===== config.mk =====
export PLATFORM = sky130hd
export DESIGN_NAME = dc_offset_removal_unit
export DESIGN_NICKNAME = d
export VERILOG_FILES = /design/src/rtl/core/dcor_pkg.sv /design/src/rtl/core/dc_offset_removal_unit.sv /design/src/rtl/core/dcor_buffer.sv /design/src/rtl/core/dcor_divider.sv /design/src/rtl/core/dcor_correct.sv
export SDC_FILE = /design/constraint.sdc
export NUM_CORES = 2
export LEC_CHECK = 0
export BUFFER_PORTS_ARGS = -buffer_cell sky130_fd_sc_hd__buf_2
export CORE_MARGIN = 2
export CORE_UTILIZATION = 35
export DETAILED_ROUTE_END_ITERATION = 6
export PLACE_DENSITY_LB_ADDON = 0.12
export SETUP_SLACK_MARGIN = 0.4
export SYNTH_ARGS = -nofsm -noshare
export SYNTH_HDL_FRONTEND = slang
export SYNTH_SLANG_ARGS = --single-unit

===== constraint.sdc =====
create_clock -name clock -period 9.6 [get_ports clock]
set_clock_uncertainty 0.1 [all_clocks]
set_input_delay 0 -clock clock [delete_from_list [all_inputs] [get_ports clock]]
set_output_delay 0 -clock clock [all_outputs]
set_load 0.005 [all_outputs]

===== src/rtl/core/dcor_pkg.sv =====
// ----------------------------------------------------------------------------
// DC offset removal package
// Widths, reset values and parameter defaults shared by the DC offset
// removal block and its submodules.
// ----------------------------------------------------------------------------
package dcor_pkg;

   localparam int SAMPLE_W = 16;   // audio sample and corrected output
   localparam int EST_W    = 16;   // estimation length register
   localparam int COUNT_W  = 17;   // samples counted toward the mean
   localparam int SUM_W    = 34;   // exact signed running sum

   localparam logic [EST_W-1:0] EST_LEN_RESET = 16'd48000;

   localparam int MAX_SEGMENT_DEFAULT = 64;
   localparam int FRAC_BITS_DEFAULT   = 8;

endpackage


===== src/rtl/core/dc_offset_removal_unit.sv =====
// ----------------------------------------------------------------------------
// DC offset removal unit
// Removes the DC offset of an audio stream using the mean of its first
// samples, estimated over whole segments.
// ----------------------------------------------------------------------------
// Requests arrive on req_*: one sample each, tlast on the last sample of a
// segment, tuser set to restart the mean estimate before that sample.
// A segment also closes on its MAX_SEGMENT-th sample. Corrected samples
// leave on rsp_* in order, with tlast on the last one of the segment.
// csr_wr_en writes estimation_length; write it only while the unit is idle.
// Sequence: a sample that does not close a segment is only stored. A closing
// sample of a segment of n samples starts a sequence of a check state, then,
// while the mean still updates, a sum of the n samples over the buffer's one
// read port and a division in the bit-serial divider, and then the emission
// of the n samples, each a registered buffer read and then an output load.
// req_tready is low during the whole sequence. A stalled receiver holds the
// output register and so the emission. Reset clears the estimator, the
// fill count and the output valid; buffer contents are left as they are.
// ----------------------------------------------------------------------------
module dc_offset_removal_unit #(
   parameter int MAX_SEGMENT = dcor_pkg::MAX_SEGMENT_DEFAULT,
   parameter int FRAC_BITS   = dcor_pkg::FRAC_BITS_DEFAULT
) (
   input  logic                          clock,
   input  logic                          reset,
   // configuration
   input  logic                          csr_wr_en,
   input  logic [dcor_pkg::EST_W-1:0]    csr_wr_data,   // estimation_length
   // requests
   input  logic                          req_tvalid,
   output logic                          req_tready,
   input  logic [dcor_pkg::SAMPLE_W-1:0] req_tdata,     // [15:0] sample
   input  logic                          req_tlast,     // segment_end
   input  logic                          req_tuser,     // stream_start
   // results
   output logic                          rsp_tvalid,
   input  logic                          rsp_tready,
   output logic [dcor_pkg::SAMPLE_W-1:0] rsp_tdata,     // [15:0] corrected
   output logic                          rsp_tlast      // last_of_segment
);

   localparam int SAMPLE_W = dcor_pkg::SAMPLE_W;
   localparam int SUM_W    = dcor_pkg::SUM_W;
   localparam int COUNT_W  = dcor_pkg::COUNT_W;
   localparam int ADDR_W   = (MAX_SEGMENT > 1) ? $clog2(MAX_SEGMENT) : 1;
   localparam int FILL_W   = $clog2(MAX_SEGMENT + 1);
   localparam int MEAN_W   = SAMPLE_W + FRAC_BITS + 1;
   localparam int NUM_W    = SUM_W + FRAC_BITS + 1;
   localparam int DEN_W    = COUNT_W + 1;

   localparam logic [2:0] ST_IDLE      = 3'd0;
   localparam logic [2:0] ST_CHECK     = 3'd1;
   localparam logic [2:0] ST_SUM_RD    = 3'd2;
   localparam logic [2:0] ST_SUM_ADD   = 3'd3;
   localparam logic [2:0] ST_DIV_START = 3'd4;
   localparam logic [2:0] ST_DIV_WAIT  = 3'd5;
   localparam logic [2:0] ST_EMIT_RD   = 3'd6;
   localparam logic [2:0] ST_EMIT_LOAD = 3'd7;

   logic [2:0]                  state_ff, state_in;
   logic [dcor_pkg::EST_W-1:0]  est_ff, est_in;
   logic [FILL_W-1:0]           fill_ff, fill_in;
   logic [FILL_W-1:0]           n_ff, n_in;
   logic [ADDR_W-1:0]           idx_ff, idx_in;
   logic signed [SUM_W-1:0]     sum_ff, sum_in;
   logic [COUNT_W-1:0]          seen_ff, seen_in;
   logic signed [MEAN_W-1:0]    mean_ff, mean_in;
   logic [SAMPLE_W-1:0]         rsp_data_ff, rsp_data_in;
   logic                        rsp_last_ff, rsp_last_in;
   logic                        rsp_valid_ff, rsp_valid_in;

   logic                        req_accept;
   logic [FILL_W-1:0]           fill_next;
   logic                        idx_last;
   logic [SAMPLE_W-1:0]         rd_data;
   logic [SAMPLE_W-1:0]         corrected;
   logic                        out_free;
   logic [SUM_W-1:0]            sum_mag;
   logic [NUM_W-1:0]            div_dividend;
   logic [DEN_W-1:0]            div_divisor;
   logic                        div_start;
   logic                        div_done;
   logic [NUM_W-1:0]            div_quotient;
   logic [MEAN_W-1:0]           quo_trunc;

   assign req_tready = (state_ff == ST_IDLE);
   assign req_accept = req_tvalid && req_tready;
   assign fill_next  = fill_ff + FILL_W'(1);
   assign idx_last   = (FILL_W'(idx_ff) + FILL_W'(1)) == n_ff;
   assign out_free   = !rsp_valid_ff || rsp_tready;

   // Rounding is half away from zero, so the divider works on the magnitude:
   // q = (2 * |sum| * 2^FRAC_BITS + seen) / (2 * seen).
   assign sum_mag      = sum_ff[SUM_W-1] ? SUM_W'(-sum_ff) : SUM_W'(sum_ff);
   assign div_dividend = {sum_mag, {(FRAC_BITS + 1){1'b0}}} + NUM_W'(seen_ff);
   assign div_divisor  = {seen_ff, 1'b0};
   assign quo_trunc    = div_quotient[MEAN_W-1:0];

   dcor_buffer #(
      .DEPTH  (MAX_SEGMENT),
      .ADDR_W (ADDR_W)
   ) u_buffer (
      .clock   (clock),
      .wr_en   (req_accept),
      .wr_addr (fill_ff[ADDR_W-1:0]),
      .wr_data (req_tdata),
      .rd_addr (idx_ff),
      .rd_data (rd_data)
   );

   dcor_divider #(
      .NUM_W (NUM_W),
      .DEN_W (DEN_W)
   ) u_divider (
      .clock    (clock),
      .reset    (reset),
      .start    (div_start),
      .dividend (div_dividend),
      .divisor  (div_divisor),
      .done     (div_done),
      .quotient (div_quotient)
   );

   dcor_correct #(
      .FRAC_BITS (FRAC_BITS),
      .MEAN_W    (MEAN_W)
   ) u_correct (
      .sample    (rd_data),
      .mean      (mean_ff),
      .corrected (corrected)
   );

   always_comb begin
      state_in    = state_ff;
      est_in      = csr_wr_en ? csr_wr_data : est_ff;
      fill_in     = fill_ff;
      n_in        = n_ff;
      idx_in      = idx_ff;
      sum_in      = sum_ff;
      seen_in     = seen_ff;
      mean_in     = mean_ff;
      rsp_data_in = rsp_data_ff;
      rsp_last_in = rsp_last_ff;
      rsp_valid_in = rsp_tready ? 1'b0 : rsp_valid_ff;
      div_start   = 1'b0;

      unique case (state_ff)
         ST_IDLE: begin
            if (req_accept) begin
               if (req_tuser) begin
                  sum_in  = '0;
                  seen_in = '0;
                  mean_in = '0;
               end
               fill_in = fill_next;
               if (req_tlast || fill_next == FILL_W'(MAX_SEGMENT)) begin
                  n_in     = fill_next;
                  fill_in  = '0;
                  idx_in   = '0;
                  state_in = ST_CHECK;
               end
            end
         end
         ST_CHECK: begin
            if (seen_ff < COUNT_W'(est_ff)) begin
               state_in = ST_SUM_RD;
            end else begin
               state_in = ST_EMIT_RD;
            end
         end
         ST_SUM_RD: begin
            state_in = ST_SUM_ADD;
         end
         ST_SUM_ADD: begin
            sum_in = sum_ff + SUM_W'($signed(rd_data));
            if (idx_last) begin
               seen_in  = seen_ff + COUNT_W'(n_ff);
               idx_in   = '0;
               state_in = ST_DIV_START;
            end else begin
               idx_in   = idx_ff + ADDR_W'(1);
               state_in = ST_SUM_RD;
            end
         end
         ST_DIV_START: begin
            div_start = 1'b1;
            state_in  = ST_DIV_WAIT;
         end
         ST_DIV_WAIT: begin
            if (div_done) begin
               mean_in  = sum_ff[SUM_W-1] ? -quo_trunc : quo_trunc;
               state_in = ST_EMIT_RD;
            end
         end
         ST_EMIT_RD: begin
            state_in = ST_EMIT_LOAD;
         end
         ST_EMIT_LOAD: begin
            if (out_free) begin
               rsp_data_in  = corrected;
               rsp_last_in  = idx_last;
               rsp_valid_in = 1'b1;
               if (idx_last) begin
                  state_in = ST_IDLE;
               end else begin
                  idx_in   = idx_ff + ADDR_W'(1);
                  state_in = ST_EMIT_RD;
               end
            end
         end
         default: begin
            state_in = ST_IDLE;
         end
      endcase
   end

   always_ff @(posedge clock) begin
      if (reset) begin
         state_ff     <= ST_IDLE;
         est_ff       <= dcor_pkg::EST_LEN_RESET;
         fill_ff      <= '0;
         n_ff         <= '0;
         idx_ff       <= '0;
         sum_ff       <= '0;
         seen_ff      <= '0;
         mean_ff      <= '0;
         rsp_valid_ff <= 1'b0;
      end else begin
         state_ff     <= state_in;
         est_ff       <= est_in;
         fill_ff      <= fill_in;
         n_ff         <= n_in;
         idx_ff       <= idx_in;
         sum_ff       <= sum_in;
         seen_ff      <= seen_in;
         mean_ff      <= mean_in;
         rsp_valid_ff <= rsp_valid_in;
      end
   end

   always_ff @(posedge clock) begin
      rsp_data_ff <= rsp_data_in;
      rsp_last_ff <= rsp_last_in;
   end

   assign rsp_tvalid = rsp_valid_ff;
   assign rsp_tdata  = rsp_data_ff;
   assign rsp_tlast  = rsp_last_ff;

   // The buffer never holds a full segment while requests are taken.
   a_fill_below_max: assert property (@(posedge clock) disable iff (reset)
      (state_ff == ST_IDLE) |-> (fill_ff < FILL_W'(MAX_SEGMENT)))
      else $error("fill count reached the segment size while idle");

   // A request that ends a segment always starts the close sequence.
   a_close_starts: assert property (@(posedge clock) disable iff (reset)
      (req_accept && req_tlast) |=> (state_ff == ST_CHECK))
      else $error("segment end did not start the close sequence");

   // The divider only finishes while the sequencer waits for it.
   a_div_done_state: assert property (@(posedge clock) disable iff (reset)
      div_done |-> (state_ff == ST_DIV_WAIT))
      else $error("divider finished outside of the wait state");

   // A new result is only loaded when the previous one has been taken.
   a_no_overwrite: assert property (@(posedge clock) disable iff (reset)
      (rsp_valid_ff && !rsp_tready) |=> ($stable(rsp_data_ff) && rsp_valid_ff))
      else $error("pending result was overwritten");

endmodule


===== src/rtl/core/dcor_buffer.sv =====
// ----------------------------------------------------------------------------
// Segment buffer
// Single write port, single read port sample memory with a registered read.
// ----------------------------------------------------------------------------
module dcor_buffer #(
   parameter int DEPTH  = dcor_pkg::MAX_SEGMENT_DEFAULT,
   parameter int ADDR_W = (DEPTH > 1) ? $clog2(DEPTH) : 1
) (
   input  logic                          clock,
   input  logic                          wr_en,
   input  logic [ADDR_W-1:0]             wr_addr,
   input  logic [dcor_pkg::SAMPLE_W-1:0] wr_data,
   input  logic [ADDR_W-1:0]             rd_addr,
   output logic [dcor_pkg::SAMPLE_W-1:0] rd_data
);

   logic [dcor_pkg::SAMPLE_W-1:0] mem [DEPTH];
   logic [dcor_pkg::SAMPLE_W-1:0] rd_data_ff;

   always_ff @(posedge clock) begin
      if (wr_en) begin
         mem[wr_addr] <= wr_data;
      end
   end

   always_ff @(posedge clock) begin
      rd_data_ff <= mem[rd_addr];
   end

   assign rd_data = rd_data_ff;

endmodule


===== src/rtl/core/dcor_divider.sv =====
// ----------------------------------------------------------------------------
// Restoring divider
// Unsigned division, one quotient bit per cycle. done pulses for one cycle
// when the quotient is final.
// ----------------------------------------------------------------------------
module dcor_divider #(
   parameter int NUM_W = 43,
   parameter int DEN_W = 18
) (
   input  logic             clock,
   input  logic             reset,
   input  logic             start,
   input  logic [NUM_W-1:0] dividend,
   input  logic [DEN_W-1:0] divisor,
   output logic             done,
   output logic [NUM_W-1:0] quotient
);

   localparam int CNT_W = $clog2(NUM_W + 1);

   logic [NUM_W-1:0] quo_ff, quo_in;
   logic [DEN_W-1:0] rem_ff, rem_in;
   logic [DEN_W-1:0] den_ff, den_in;
   logic [CNT_W-1:0] cnt_ff, cnt_in;
   logic             done_ff, done_in;
   logic [DEN_W:0]   trial;
   logic [DEN_W:0]   diff;

   always_comb begin
      trial   = {rem_ff, quo_ff[NUM_W-1]};
      diff    = trial - {1'b0, den_ff};
      quo_in  = quo_ff;
      rem_in  = rem_ff;
      den_in  = den_ff;
      cnt_in  = cnt_ff;
      done_in = 1'b0;
      if (start) begin
         quo_in = dividend;
         rem_in = '0;
         den_in = divisor;
         cnt_in = CNT_W'(NUM_W);
      end else if (cnt_ff != '0) begin
         // The dividend shifts out at the top while quotient bits enter below.
         if (trial >= {1'b0, den_ff}) begin
            rem_in = diff[DEN_W-1:0];
            quo_in = {quo_ff[NUM_W-2:0], 1'b1};
         end else begin
            rem_in = trial[DEN_W-1:0];
            quo_in = {quo_ff[NUM_W-2:0], 1'b0};
         end
         cnt_in  = cnt_ff - CNT_W'(1);
         done_in = (cnt_ff == CNT_W'(1));
      end
   end

   always_ff @(posedge clock) begin
      if (reset) begin
         cnt_ff  <= '0;
         done_ff <= 1'b0;
      end else begin
         cnt_ff  <= cnt_in;
         done_ff <= done_in;
      end
   end

   always_ff @(posedge clock) begin
      quo_ff <= quo_in;
      rem_ff <= rem_in;
      den_ff <= den_in;
   end

   assign done     = done_ff;
   assign quotient = quo_ff;

endmodule


===== src/rtl/core/dcor_correct.sv =====
// ----------------------------------------------------------------------------
// Sample correction
// Subtracts the fixed-point mean from one sample, clips to the 16-bit range
// and rounds to an integer with ties away from zero.
// ----------------------------------------------------------------------------
module dcor_correct #(
   parameter int FRAC_BITS = dcor_pkg::FRAC_BITS_DEFAULT,
   parameter int MEAN_W    = dcor_pkg::SAMPLE_W + FRAC_BITS + 1
) (
   input  logic signed [dcor_pkg::SAMPLE_W-1:0] sample,
   input  logic signed [MEAN_W-1:0]             mean,
   output logic signed [dcor_pkg::SAMPLE_W-1:0] corrected
);

   localparam int D_W = dcor_pkg::SAMPLE_W + FRAC_BITS + 2;
   localparam logic signed [D_W-1:0] CLIP_HI =
      D_W'((2 ** (dcor_pkg::SAMPLE_W - 1) - 1) * 2 ** FRAC_BITS);
   localparam logic signed [D_W-1:0] CLIP_LO =
      D_W'(-(2 ** (dcor_pkg::SAMPLE_W - 1)) * 2 ** FRAC_BITS);
   localparam logic [D_W-1:0] HALF = D_W'((2 ** FRAC_BITS) / 2);

   logic signed [D_W-1:0]             diff;
   logic signed [D_W-1:0]             clipped;
   logic                              neg;
   logic [D_W-1:0]                    mag;
   logic [D_W-1:0]                    rounded;
   logic [dcor_pkg::SAMPLE_W-1:0]     int_mag;

   always_comb begin
      diff = (D_W'(sample) <<< FRAC_BITS) - D_W'(mean);
      if (diff < CLIP_LO) begin
         clipped = CLIP_LO;
      end else if (diff > CLIP_HI) begin
         clipped = CLIP_HI;
      end else begin
         clipped = diff;
      end
      neg       = clipped[D_W-1];
      mag       = neg ? D_W'(-clipped) : D_W'(clipped);
      rounded   = (mag + HALF) >> FRAC_BITS;
      int_mag   = rounded[dcor_pkg::SAMPLE_W-1:0];
      corrected = neg ? -int_mag : int_mag;
   end

endmodule

# [Word-level counts from Yosys, hierarchy flattened]
# Memory sizes are Yosys's and may differ from the RTL's. A register that Yosys moved wholly into a read port is not among the register bits.
# Cells that the tools add are included.
[classes] add_sub_neg=14 muxes=44 order_cmp=4 bitwise=1 n_reduce_logical=20 n_eq_ne=17
[ops] operator="2-to-1 mux 34 bit" n=3
[ops] operator="2-to-1 mux 25 bit" n=4
[ops] operator="2-to-1 mux 43 bit" n=2
[ops] operator="case mux 34 bit (2 select lines)" n=1
[ops] operator="2-to-1 mux 26 bit" n=2
[ops] operator="2-to-1 mux 17 bit" n=3
[ops] operator="case mux 25 bit (2 select lines)" n=1
[ops] operator="adder 43 x 17 -> 43 bit" n=1
[ops] operator="2-to-1 mux 6 bit" n=7
[ops] operator="adder 34 x 16 -> 34 bit" n=1
[ops] operator="negation 34 bit" n=1
[ops] operator="case mux 17 bit (2 select lines)" n=1
[ops] operator="> comparator 26 x 24 -> 1 bit, second input constant" n=1
[ops] operator="less-than comparator 26 x 24 -> 1 bit, second input constant" n=1
[ops] operator="subtractor 24 x 25 -> 26 bit" n=1
[ops] operator="negation 25 bit" n=1
[ops] operator="adder 24 x 8 -> 24 bit, second input constant" n=1
[ops] operator="2-to-1 mux 24 bit" n=1
[ops] operator="negation 24 bit" n=1
[ops] operator="case mux 3 bit (8 select lines)" n=1
[ops] operator="2-to-1 mux 3 bit" n=7
[ops] operator="greater-or-equal comparator 19 x 18 -> 1 bit" n=1
[ops] operator="2-to-1 mux 18 bit" n=1
[ops] operator="case mux 6 bit (3 select lines)" n=1
[ops] operator="33 further kinds" n=55
[totals] out_inout_bits=19 memories=1 register_bits=218 word_cells=118 ramBits=1024 inputBits=39
[mem_list] name="u_buffer.mem" depth=64 width=16 read_ports=1 rd_ports_with_merged_regs=1 wr=1 line_no="dcor_buffer.sv:17" source="logic [dcor_pkg::SAMPLE_W-1:0] mem [DEPTH];"

# [Depth between registers and ports, before layout]
[logic_depth] word_depth=9 mapped_depth=23 depth_no_buf=21

# [Cells and area by module]
# Synthesis repeated with hierarchy kept, for this count alone.
[hier_totals] hier_cells=3921 area_unflattened_um2=57750.4
[by_module_without_submodules] mod="dcor_buffer" n_inst=1 area_per_inst_um2=40042.2 cells_per_inst=1829 seq_area_each_um2=31069.8
[by_module_without_submodules] mod="dc_offset_removal_unit" n_inst=1 area_per_inst_um2=9809.4 cells_per_inst=1207 seq_area_each_um2=2832.7
[by_module_without_submodules] mod="dcor_divider" n_inst=1 area_per_inst_um2=4514.3 cells_per_inst=391 seq_area_each_um2=2332.2
[by_module_without_submodules] mod="dcor_correct" n_inst=1 area_per_inst_um2=3384.5 cells_per_inst=494 seq_area_each_um2=0.0

# [Worst setup path after synthesis]
# No wires, ideal clock.
[synth_timing] path_type="register -> register" from="register mean_ff[0]" to="register rsp_data_ff[15], in the netlist rsp_tdata[15], data pin" setup_slack_ns=4.012 stages_incl_launch_ff=23 synth_period_minus_slack_ns=5.588 arrival_ns=5.312 path_buffers=1 required_time_ns=9.324 setup_ns=0.176 path_cell_list="dfxtp_1 > inv_1 > ha_1 > or4b_4 > or3_4 > a311oi_2 > a21oi_2 > o21ai_4 > xnor2_1 > clkbuf_1 > a21oi_1 > nor2_1 > and2_1 > ha_1 > inv_1 > a311oi_2 > nand2_1 > and4bb_1 > o211ai_1 > a221oi_4 > o2111ai_2 > and3b_1 > nor4_1"
[synth_via] elab_chain_len=9 elab_cells_between_ends=10 classes_between="add/sub (4); order compare (2); mux (4)"
[synth_lines] element="from (decl)" line_no="dc_offset_removal_unit.sv:67" source="logic signed [MEAN_W-1:0] mean_ff, mean_in;"
[synth_lines] element="from (signal assigned)" line_no="dc_offset_removal_unit.sv:236" source="mean_ff <= mean_in;"
[synth_lines] element="subtractor 24 x 25 -> 26 bit (*)" line_no="dcor_correct.sv:30" source="diff = (D_W'(sample) <<< FRAC_BITS) - D_W'(mean);"
[synth_lines] element="> comparator 26 x 24 -> 1 bit" line_no="dcor_correct.sv:33" source="end else if (diff > CLIP_HI) begin"
[synth_lines] element="2-to-1 mux 26 bit" line_no="dcor_correct.sv:33"
[synth_lines] element="2-to-1 mux 26 bit (*)" line_no="dcor_correct.sv:31" source="if (diff < CLIP_LO) begin"
[synth_lines] element="negation 24 bit" line_no="dcor_correct.sv:39" source="mag = neg ? D_W'(-clipped) : D_W'(clipped);"
[synth_lines] element="2-to-1 mux 24 bit" line_no="dcor_correct.sv:39"
[synth_lines] element="adder 24 x 8 -> 24 bit" line_no="dcor_correct.sv:40" source="rounded = (mag + HALF) >> FRAC_BITS;"
[synth_lines] element="negation 16 bit" line_no="dcor_correct.sv:42" source="corrected = neg ? -int_mag : int_mag;"
[synth_lines] element="2-to-1 mux 16 bit (*)" line_no="dcor_correct.sv:42"
[synth_lines] element="via corrected[15]" line_no="dc_offset_removal_unit.sv:76" source="logic [SAMPLE_W-1:0] corrected;"
[synth_lines] element="to (signal assigned)" line_no="dc_offset_removal_unit.sv:242" source="rsp_data_ff <= rsp_data_in;"
[synth_lines] element="to (decl)" line_no="dc_offset_removal_unit.sv:68" source="logic [SAMPLE_W-1:0] rsp_data_ff, rsp_data_in;"
# Mark *: on every way through the listed nets, which the timed path passes. The rest lies on a longest branch.
# A chain may end at the register's enable or synchronous reset.

# [Worst setup path after layout]
# Ends and elaborated chain as after synthesis.

==> impl_metrics.tcl <==
set metrics [dict create \
    outcome "finished clean" \
    synth_top_family_by_area "multiplexers" \
    ys_seq_area_share_pct 65.46 \
    period_minus_slack_ns 6.512 \
    cts_root_buf "clkbuf_16" \
    synth.area.top_cells "edfxtp_1 60%, mux4_2 14%, dfxtp_1 5.7%" \
    p_sw_w 0.003492 \
    cts_tree "yes" \
    antenna_found_initial 14 \
    clkSlewWorstSetupHoldPaths_ns 0.06 \
    ys.flop_type "edfxtp_1" \
    drive_gt1_share_pct 21.27 \
    cts_resized 0 \
    port_buffers 57 \
    hpwl_um 87870 \
    max_freq_mhz 153.6 \
    die_w_um 401.5 \
    cp.arrival_ns 6.89 \
    die_h_um 401.5 \
    slew_headroom_pct 23.03 \
    power_frac_comb_pct 12.6 \
    cp_top_family "compound AO/OA/AOI/OAI gates" \
    leakage_nw 20.89 \
    coreArea_um2 156600 \
    worst-path-buf-inv 2 \
    start_kind "flip-flop" \
    hp-class "in2reg" \
    max_cap_violations 0 \
    finalHoldViolCount 0 \
    crit_type "reg2reg" \
    power_frac_seq_pct 47.6 \
    grt_pass1_wl_um 216400 \
    via_count 30910 \
    synth_mux_area_share_pct 14.35 \
    cp_max_fo 9 \
    clock_path_buffers 3 \
    vdd_ir_drop_max_mv 0.1613 \
    synth.avg_cell_area_um2 15.89 \
    synth_top_cell_area_share_pct 59.78 \
    p_total_w 0.01339 \
    setup_violations 0 \
    critPathRequiredTime_ns 9.98 \
    synth_edf_count 1101 \
    rsz0062_at_grt "false" \
    place.gp.congestion 0.8251 \
    nNetsFinal 3845 \
    yosysUniqueCellTypes 92 \
    synth_xor_area_share_pct 3.022 \
    drv_slew 0 \
    dr.pass1.iters 7 \
    min_period_over_period_pct 67.83 \
    async_flop_share_pct 0 \
    wl_um 147100 \
    tightest_slew_ns 1.153 \
    wire_per_inst_um 25.06 \
    cts-buffers-inserted 142 \
    cp_slowest_stage_delay_ns 0.55 \
    clock_latency_ns 0.78 \
    start_util_pct 35.32 \
    grt_max_degree 116 \
    p_int_w 0.009895 \
    tns_ns 0 \
    gr-total-overflow 0 \
    postCtsSetupBuffers 0 \
    layout_common_cells "1101 x edfxtp_1, 336 x mux4_2, 211 x nor2_1" \
    cts.sinks 1258 \
    cts_htree_levels 4 \
    synth_top_cell_by_area "edfxtp_1" \
    synth_warnings 0 \
    dp_worst_setup_slack_ns 3.094 \
    die_area_um2 161200 \
    crit_path_top_delay_cell "nor4_1" \
    grt_usage_pct 18.25 \
    pwr-share-clk_pct 39.8 \
    ant_nets 0 \
    power.density_nw_per_um2 209.3 \
    finalWorstSetupSlack_ns 3.088 \
    drc_errors 0 \
    num_rows 145 \
    area_growth_pct 15.65 \
    ys_ff_latch 1258 \
    grt_pass1_vias 31430 \
    synth_compound_area_share_pct 6.135 \
    io_pins 58 \
    syn_area_um2 55310 \
    synthAdderAreaFrac_pct 2.565 \
    worstPathCellList "inv_1, ha_1, or4b_4, or3_4, a311oi_2, a21oi_2, a22oi_1, nand4_1, nor4_1, nor2_1, nand2_1, ha_1, inv_1, a311oi_2, nand2_1, and4bb_1, o211ai_1, a221oi_4, o2111ai_2, a211oi_1, nor4_1" \
    synth_fp_nets 3631 \
    drt_iter0_drc 2436 \
    synth-simple-area-share_pct 6.622 \
    crit_path_end_kind "flip-flop" \
    sw_frac_of_total_pct 26.09 \
    syn_inst 3481 \
    drt-vias-per-instance 5.268 \
    final_common_cell "edfxtp_1" \
]
registers in the layout (all words and copies together) (netlist names), 6 cells and up:
name,flops
rsp_tdata,16
est_ff,16
sum_ff,34
u_buffer.mem,1024
n_ff,7
u_divider.den_ff,17
u_divider.quotient,43
fill_ff,7
u_divider.cnt_ff,6
u_buffer.rd_data,16
u_divider.rem_ff,18
seen_ff,17
mean_ff,25
idx_ff,6
logic make-up after synthesis:
logic type,count (synthesis)
simple gates,764
compound gates,517
xor+xnor,190
flops,1258
mux,372
buf+inv,269
fa+ha+maj,111
power by group through the flow:
stage	clock, W	combinational [W]	sequential [W]
2_1_floorplan	0	0.00119	0.00643
3_3_place_gp	0	0.00167	0.00649
3_5_place_dp	0	0.00167	0.00649
4_1_cts	0.00547	0.00171	0.00638
5_1_grt	0.00567	0.00189	0.00640
6_report	0.00532	0.00169	0.00637
per-stage QoR:
stage               cells  hold slack, ns  util (%)  area (um2)
floorplan            3481       -0.001131         -       55310
global placement     5530          0.1254     37.41       58570
detailed placement   5530          0.1296     37.41       58570
CTS                  5861         0.03568     40.84       63940
global route         5863          0.1092     40.84       63950
finish               5868         0.09235     40.85       63960
cells in the mapped netlist, types with 31 or more instances:
cell type  instances
a21o_1            48
a21oi_1          116
a22oi_1           61
clkbuf_1         132
dfxtp_1          157
edfxtp_1        1101
ha_1             107
inv_1            103
mux2i_1           31
mux4_2           336
nand2_1          192
nand3_1           44
nor2_1           279
nor3_1            44
o21ai_0          122
xnor2_1          102
xor2_1            87
area by class of cell:
cell class                 count  area, um2
sequential                  1258      36220
inverter                     104      390.4
antenna                        7      17.52
clock inverter                71      772.0
tap                         2058       2575
fill                       14110      92610
clock buffer                 181       3812
multi-input combinational   1954      18330
timing repair buffer         235       1847
layer usage:
| metal | global-route usage, % | routed length (um) |
|---|---|---|
| met1 | 24.16 | 63580 |
| met2 | 30.68 | 72550 |
| met3 | 3.222 | 7147 |
| met4 | 5.316 | 3778 |
| met5 | 0 | 0 |
final timing paths:
path	cells past startpoint	slack [ns]	endpoint	from
setup / recovery	21	3.09	rsp_tdata[15]$_DFFE_PP_	mean_ff[0]$_SDFFE_PP0P_
hold / removal	4	0.09	rsp_tvalid$_SDFF_PP0_	rsp_tready
setup reg to reg	21	3.09	rsp_tdata[15]$_DFFE_PP_	mean_ff[0]$_SDFFE_PP0P_
hold reg to reg	2	0.36	u_divider.rem_ff[17]$_SDFFE_PP0N_	u_divider.rem_ff[17]$_SDFFE_PP0N_
worst register-to-register path, delay by kind of cell, from the launching register on:
kind                     cells  cell delay, ns
AO/OA/AOI/OAI                8            2.64
buffers and inverters        2            0.16
flip-flops                   1            0.34
AND/OR/NAND/NOR              9            2.52
adder cells (fa/ha/maj)      2            0.47
repair_timing:
action / in CTS / in global routing
hold buffers: 79 / 0
setup endpoints to repair: 0 / 0
endpoints found under the hold margin: 1137 / 0
Power figures use the tool's default switching activity.
